**src/pba_pkg.sv**
```systemverilog
`timescale 1ns / 1ps

package pba_pkg;

  // grid geometry and cell storage
  localparam int GRID_W     = 64;
  localparam int GRID_H     = 64;
  localparam int MAX_RADIUS = 31;
  localparam int VALUE_BITS = 32;

  localparam int CELLS  = GRID_W * GRID_H;
  localparam int ADDR_W = $clog2(CELLS);
  localparam int XI_W   = $clog2(GRID_W);
  localparam int YI_W   = $clog2(GRID_H);

  // field widths
  localparam int REQ_W     = 2;
  localparam int POS_W     = 8;
  localparam int R_W       = 5;
  localparam int DIM_W     = 7;
  localparam int OUT_VAL_W = 32;

  // squared distance and window coordinate widths
  localparam int SQ_W = 2 * R_W;
  localparam int CO_W = POS_W + 1;

  // stream and configuration port widths
  localparam int IN_TDATA_W  = 24;
  localparam int OUT_TDATA_W = 40;
  localparam int CFG_ADDR_W  = 2;
  localparam int CFG_DATA_W  = 7;

  // configuration register indexes
  localparam logic [CFG_ADDR_W-1:0] CFG_RADIUS = 2'd0;
  localparam logic [CFG_ADDR_W-1:0] CFG_WIDTH  = 2'd1;
  localparam logic [CFG_ADDR_W-1:0] CFG_HEIGHT = 2'd2;

  // reset values of the configuration registers
  localparam logic [R_W-1:0]   RADIUS_RST = 5'd25;
  localparam logic [DIM_W-1:0] WIDTH_RST  = 7'd64;
  localparam logic [DIM_W-1:0] HEIGHT_RST = 7'd64;

  // request codes
  typedef enum logic [REQ_W-1:0] {
    REQ_BUMP  = 2'd0,
    REQ_READ  = 2'd1,
    REQ_CLEAR = 2'd2,
    REQ_NONE  = 2'd3
  } req_t;

  // controller to datapath commands
  typedef struct packed {
    logic start;
    logic scan_step;
    logic clear_step;
    logic capture;
    logic out_load;
  } cmd_t;

  // datapath to controller status
  typedef struct packed {
    logic scan_last;
    logic clear_last;
    logic out_free;
  } sts_t;

  // row-major cell address
  function automatic logic [ADDR_W-1:0] cell_addr(input logic [YI_W-1:0] y,
                                                  input logic [XI_W-1:0] x);
    return ADDR_W'(y) * ADDR_W'(GRID_W) + ADDR_W'(x);
  endfunction

  // next square when an offset steps up by one: sq + 2*d + 1
  function automatic logic [SQ_W-1:0] sq_next(input logic [SQ_W-1:0] sq,
                                              input logic signed [R_W:0] d);
    logic [SQ_W+1:0] t;
    t = {2'b00, sq} + {{(SQ_W-R_W){d[R_W]}}, d, 1'b1};
    return t[SQ_W-1:0];
  endfunction

endpackage

```
**src/pba_ctrl.sv**
```systemverilog
`timescale 1ns / 1ps

module pba_ctrl (
  input  logic                     clk,
  input  logic                     rst_n,
  input  logic                     in_tvalid,
  output logic                     in_tready,
  input  logic [pba_pkg::REQ_W-1:0] req_type,
  input  pba_pkg::sts_t            sts,
  output pba_pkg::cmd_t            cmd
);

  typedef enum logic [2:0] {
    S_BOOT,
    S_IDLE,
    S_SCAN,
    S_DRAIN,
    S_READ,
    S_READ_DATA,
    S_CLEAR,
    S_RESP
  } state_t;

  state_t state_r;
  state_t state_nxt;
  logic   take;

  assign in_tready = (state_r == S_IDLE);
  assign take      = in_tvalid && (state_r == S_IDLE);

  // next state
  always_comb begin
    state_nxt = state_r;
    unique case (state_r)
      S_BOOT: begin
        if (sts.clear_last) state_nxt = S_IDLE;
      end
      S_IDLE: begin
        if (take) begin
          unique case (pba_pkg::req_t'(req_type))
            pba_pkg::REQ_BUMP:  state_nxt = S_SCAN;
            pba_pkg::REQ_READ:  state_nxt = S_READ;
            pba_pkg::REQ_CLEAR: state_nxt = S_CLEAR;
            default:            state_nxt = S_RESP;
          endcase
        end
      end
      S_SCAN: begin
        if (sts.scan_last) state_nxt = S_DRAIN;
      end
      S_DRAIN:     state_nxt = S_RESP;
      S_READ:      state_nxt = S_READ_DATA;
      S_READ_DATA: state_nxt = S_RESP;
      S_CLEAR: begin
        if (sts.clear_last) state_nxt = S_RESP;
      end
      S_RESP: begin
        if (sts.out_free) state_nxt = S_IDLE;
      end
      default: state_nxt = S_IDLE;
    endcase
  end

  // command decode
  always_comb begin
    cmd            = '0;
    cmd.start      = take;
    cmd.scan_step  = (state_r == S_SCAN);
    cmd.clear_step = (state_r == S_BOOT) || (state_r == S_CLEAR);
    cmd.capture    = (state_r == S_READ_DATA);
    cmd.out_load   = (state_r == S_RESP) && sts.out_free;
  end

  // state register; reset starts the clearing sweep
  always_ff @(posedge clk) begin
    if (!rst_n) begin
      state_r <= S_BOOT;
    end else begin
      state_r <= state_nxt;
    end
  end

endmodule

```
**config.mk**
```make
export PLATFORM = sky130hd
export DESIGN_NAME = pba_ctrl
export DESIGN_NICKNAME = d
export VERILOG_FILES = /design/src/pba_pkg.sv /design/src/pba_ctrl.sv
export SDC_FILE = /design/constraint.sdc
export NUM_CORES = 1
export LEC_CHECK = 0
export ABC_AREA = 1
export BUFFER_PORTS_ARGS = -buffer_cell sky130_fd_sc_hd__buf_2
export CAP_MARGIN = 25
export CORE_AREA = 2 2 39 41
export DETAILED_ROUTE_END_ITERATION = 8
export DIE_AREA = 0 0 41 43
export SETUP_SLACK_MARGIN = 0.1
export SYNTH_ARGS = -nofsm -noshare
export SYNTH_HDL_FRONTEND = slang
export SYNTH_SLANG_ARGS = --single-unit
```
**constraint.sdc**
```tcl
create_clock -name clk -period 1.3 [get_ports clk]
set_input_delay 0.13 -clock clk [delete_from_list [all_inputs] [get_ports clk]]
set_output_delay 0.13 -clock clk [all_outputs]
set_load 0.03 [all_outputs]
```
==> Word level (Yosys, flattened, before mapping) <==
Index checks and enable logic that the tools add are counted.
{ "classes": {"n_eq_ne": 14, "n_mux": 7, "n_reduce_logical": 7} }
{ "op_table": {"columns": ["operator", "count"], "rows": [
  ["$pmux W3 S7", 1],
  ["$mux W3", 5],
  ["$eq A3 B3 Y1 const B", 4],
  ["$pmux W3 S3", 1],
  ["$ne A2 B2 Y1 const B", 4],
  ["$eq A3 B2 Y1 const B", 2],
  ["$reduce_and A5 Y1", 1],
  ["$eq A3 B1 Y1 const B", 1],
  ["$logic_not A3 Y1", 1],
  ["$eq A2 B1 Y1 const B", 1],
  ["$eq A2 B2 Y1 const B", 1],
  ["$logic_and A1 B1 Y1", 2],
  ["$logic_not A2 Y1", 1],
  ["$ne A2 B1 Y1 const B", 1],
  ["$reduce_or A2 Y1", 1],
  ["$logic_or A1 B1 Y1", 1]
]} }
{ "totals": {"register_bits": 3, "inputBits": 8, "wordCells": 29} }

==> Logic depth before layout (Yosys ltp) <==
{ "depth": {"word_depth": 4, "ltp_mapped": 9} }

==> Least setup slack after synthesis <==
Ideal clock, no wire load.
{ "synth_timing": {"path_type": "register -> output", "start": "register state_r[1]", "end": "output port cmd[3] in the netlist's numbering", "t_arrival_ns": 1.151, "required_ns": 1.170, "path_slack_ns": 0.019, "stages_incl_launch_ff": 4, "path_buffers": 1, "cell_sequence": "dfxtp_1 -> buf_6 -> inv_6 -> nor3_1"} }
{ "synth_lines": {"columns": ["item", "line", "source"], "rows": [
  ["start, declared", "pba_ctrl.sv:24", "state_t state_r;"],
  ["start signal, assigned", "pba_ctrl.sv:79", "state_r <= state_nxt;"],
  ["end, declared", "pba_ctrl.sv:10", "output pba_pkg::cmd_t cmd"]
]} }

==> flow_summary_export.csv <==
group,metric,value,unit
layout,fin_util,45.1,%
critical_path,cp-end-kind,"output pin",
clock_tree,clock_path_buffers,2,
floorplanning,die_height,43,um
placed_design,hpwl,698,um
drt,first_pass_iters,4,
placed_design,place_inst,92,
pwr,power_leakage,0.318,nW
clock_tree,htree_levels,1,
synth,synth.avg_cell_area,6.14,sq um
timing,hold_ws,0.140,ns
job,drv_cap,0,
timing,setup_viol,0,
grt,grtUsageTotal,11.3,%
pwr,pwr_density_cell,2680,nW/um^2
critical_path,rr_startpoint,"state_r[1]$_SDFFE_PN0P_",
drt,routedWlPerCell,9.77,um
timing,period_minus_slack,1.23,ns
floorplanning,io_pins,14,
drt,avgViaCountPerCell,4.60,
layout,syn_to_final_growth,56.4,%
layout,final_cell_mix,"nand2_1, nor2_1, buf_2, inv_1, buf_4",
synth,syn_inst,65,
timing,rsz0062_at_grt,"true",
grt,grt_pass1_wl,1.37,mm
drt,ant_nets,0,
critical_path,required,1.17,ns
floorplanning,die-width,41,um
synth,synth_mux_area_share,0,%
clock_tree,clk_latency,0.23,ns
pwr,pwr-share-clk,9.8,%
synth,synth_top_family_by_area,"simple AND/OR/NAND/NOR gates",
layout,drive_above_1_share,53.6,%
placed_design,numPortBuffers,13,
synth,ys_types,20,
timing,finalCritPeriodShare,94.8,%
grt,grt_pass1_vias,377,
synth,synth_edf_count,0,
synth,synth_nets,73,
hold_path,hp-class,"input port to flop",
critical_path,startpoint,"state_r[1]$_SDFFE_PN0P_",
grt,use_met3,0,%
layout,largest_reg_flops,3,
floorplanning,dieArea,1760,sq um
synth,synth_xor_area_share,0,%
layout,fin_cells,100,
pwr,p_comb_share,75.3,%
timing,finalSetupTns,0,ns
synth,syn_area,399,sq um
synth,synth_simple_gate_area_share,58.3,%
layout,design_area,624,sq um
drt,routed_wl,977,um
layout,top_regs,"state_r (3)",
hold_path,min_from,"rst_n",
floorplanning,initial_core_util,28.8,%
grt,grt_use_met1,14.4,%
synth,async_reset_ff_share,0,%
clock_tree,cts-root-buf,"clkbuf_4",
clock_tree,cts_sinks,3,
clock_tree,numCtsBuffers,3,
placed_design,placed_area,488,sq um
grt,antenna_found_initial,0,
synth,ys_ff_latch,3,
timing,postLayoutSetupSlackWorst,0.0673,ns
synth,synth_compound_area_share,5.96,%
drt,drtIter0Drc,9,
grt,top_usage_layer,"met2",
placed_design,gp_congestion,0.795,
synth,ys.warnings.count,0,
timing,finClkSkew,0.00581,ns
pwr,power,1.67,mW
status,status,"completed",
timing,tightest_slew,0.162,ns
clock_tree,clkTransAtPathRegs,0.04,ns
timing,hold_violations,0,
grt,use_met2,17.5,%
critical_path,arrival,1.10,ns
synth,synthAdderAreaFrac,0,%
floorplanning,design.core.area,1380,sq um
layout,num_antenna_cells,0,
layout,final_common_cell,"nand2_1",
grt,grt_start_max_net_pins,11,
layout,top_register,"state_r",
timing,maxSlewHeadroom,89.1,%
floorplanning,rows,14,
synth,ys_seq_area_share,15.0,%
pwr,p_int,861,uW
critical_path,crit_path_start_kind,"flop",
timing,fmax,811,MHz
drt,drc,0,
critical_path,crit_type,"flop to output pin",
pwr,switchingPower,810,uW
pwr,vdd_drop_max,0.984,mV
grt,gr-total-overflow,0,
clock_tree,hold_buffers,0,
placed_design,place_ws,0.0429,ns
critical_path,cp_max_fo,7,
pwr,swShare,48.5,%
pwr,p_seq_share,14.9,%
drt,route.vias.total,460,
timing,slew_viol_final,0,
synth,ys.flop_type,"dfxtp_1",
layout,final_nets,93,
clock_tree,cts_tree,"done",
logic make-up after synthesis:
logic type	count (synthesis)
AO/OA/AOI/OAI	4
flip-flops	3
AND/OR/NAND/NOR	45
buffers and inverters	13
critical path, cell delays in order, from the launching register on:
cell,delay [ns]
dfxtp_2,0.32
buf_12,0.14
inv_8,0.06
nand3_4,0.09
nor2_2,0.13
buf_6,0.13
per-layer routing:
layer / up-vias / part of all wire [%] / wire length (um)
li1: 241 / - / -
met1: 206 / 46 / 449
met2: 13 / 49 / 477
met3: 0 / 5.1 / 50
met4: 0 / 0 / 0
met5: - / 0 / 0
worst paths after layout:
| kind | endpoint | slack, ns | cells after the start |
|---|---|---|---|
| max | cmd[4] | 0.07 | 5 |
| min | state_r[0]$_SDFFE_PN0P_ | 0.14 | 3 |
| max reg2reg | state_r[1]$_SDFFE_PN0P_ | 0.09 | 10 |
| min reg2reg | state_r[2]$_SDFFE_PN0P_ | 0.57 | 2 |
synthesized netlist by cell type, types with 2 or more instances:
cell,count,area (sq um)
a21oi_1,2,10.0
buf_6,3,33.8
dfxtp_1,3,60.1
inv_1,5,18.8
inv_2,2,7.51
nand2_1,16,60.1
nand2_2,2,12.5
nand3_1,2,10.0
nand3_2,3,30.0
nand4_1,3,18.8
nor2_1,13,48.8
nor2_2,3,18.8
power by group through the flow:
stage | registers (mW) | clock network [mW] | logic (mW)
final | 0.249 | 0.164 | 1.26
after global routing | 0.260 | 0.176 | 1.36
after CTS | 0.229 | 0.171 | 1.09
after detailed placement | 0.215 | 0 | 0.972
after global placement | 0.214 | 0 | 0.977
after floorplan | 0.156 | 0 | 0.844
timing repair:
action	4_1_cts	5_1_grt
buffers inserted	2	1
pin swaps	1	4
cloned	0	1
gates resized for setup	10	14
endpoints found under the setup margin	9	8
layout make-up:
class / count / area, sq um
multi-input combinational: 49 / 280
clock buffer: 4 / 26.3
fill: 150 / 759
sequential: 3 / 68.8
inverter: 9 / 46.3
tap: 16 / 20.0
timing repair buffer: 19 / 183
Note: power is estimated with default switching activity, not from simulation.
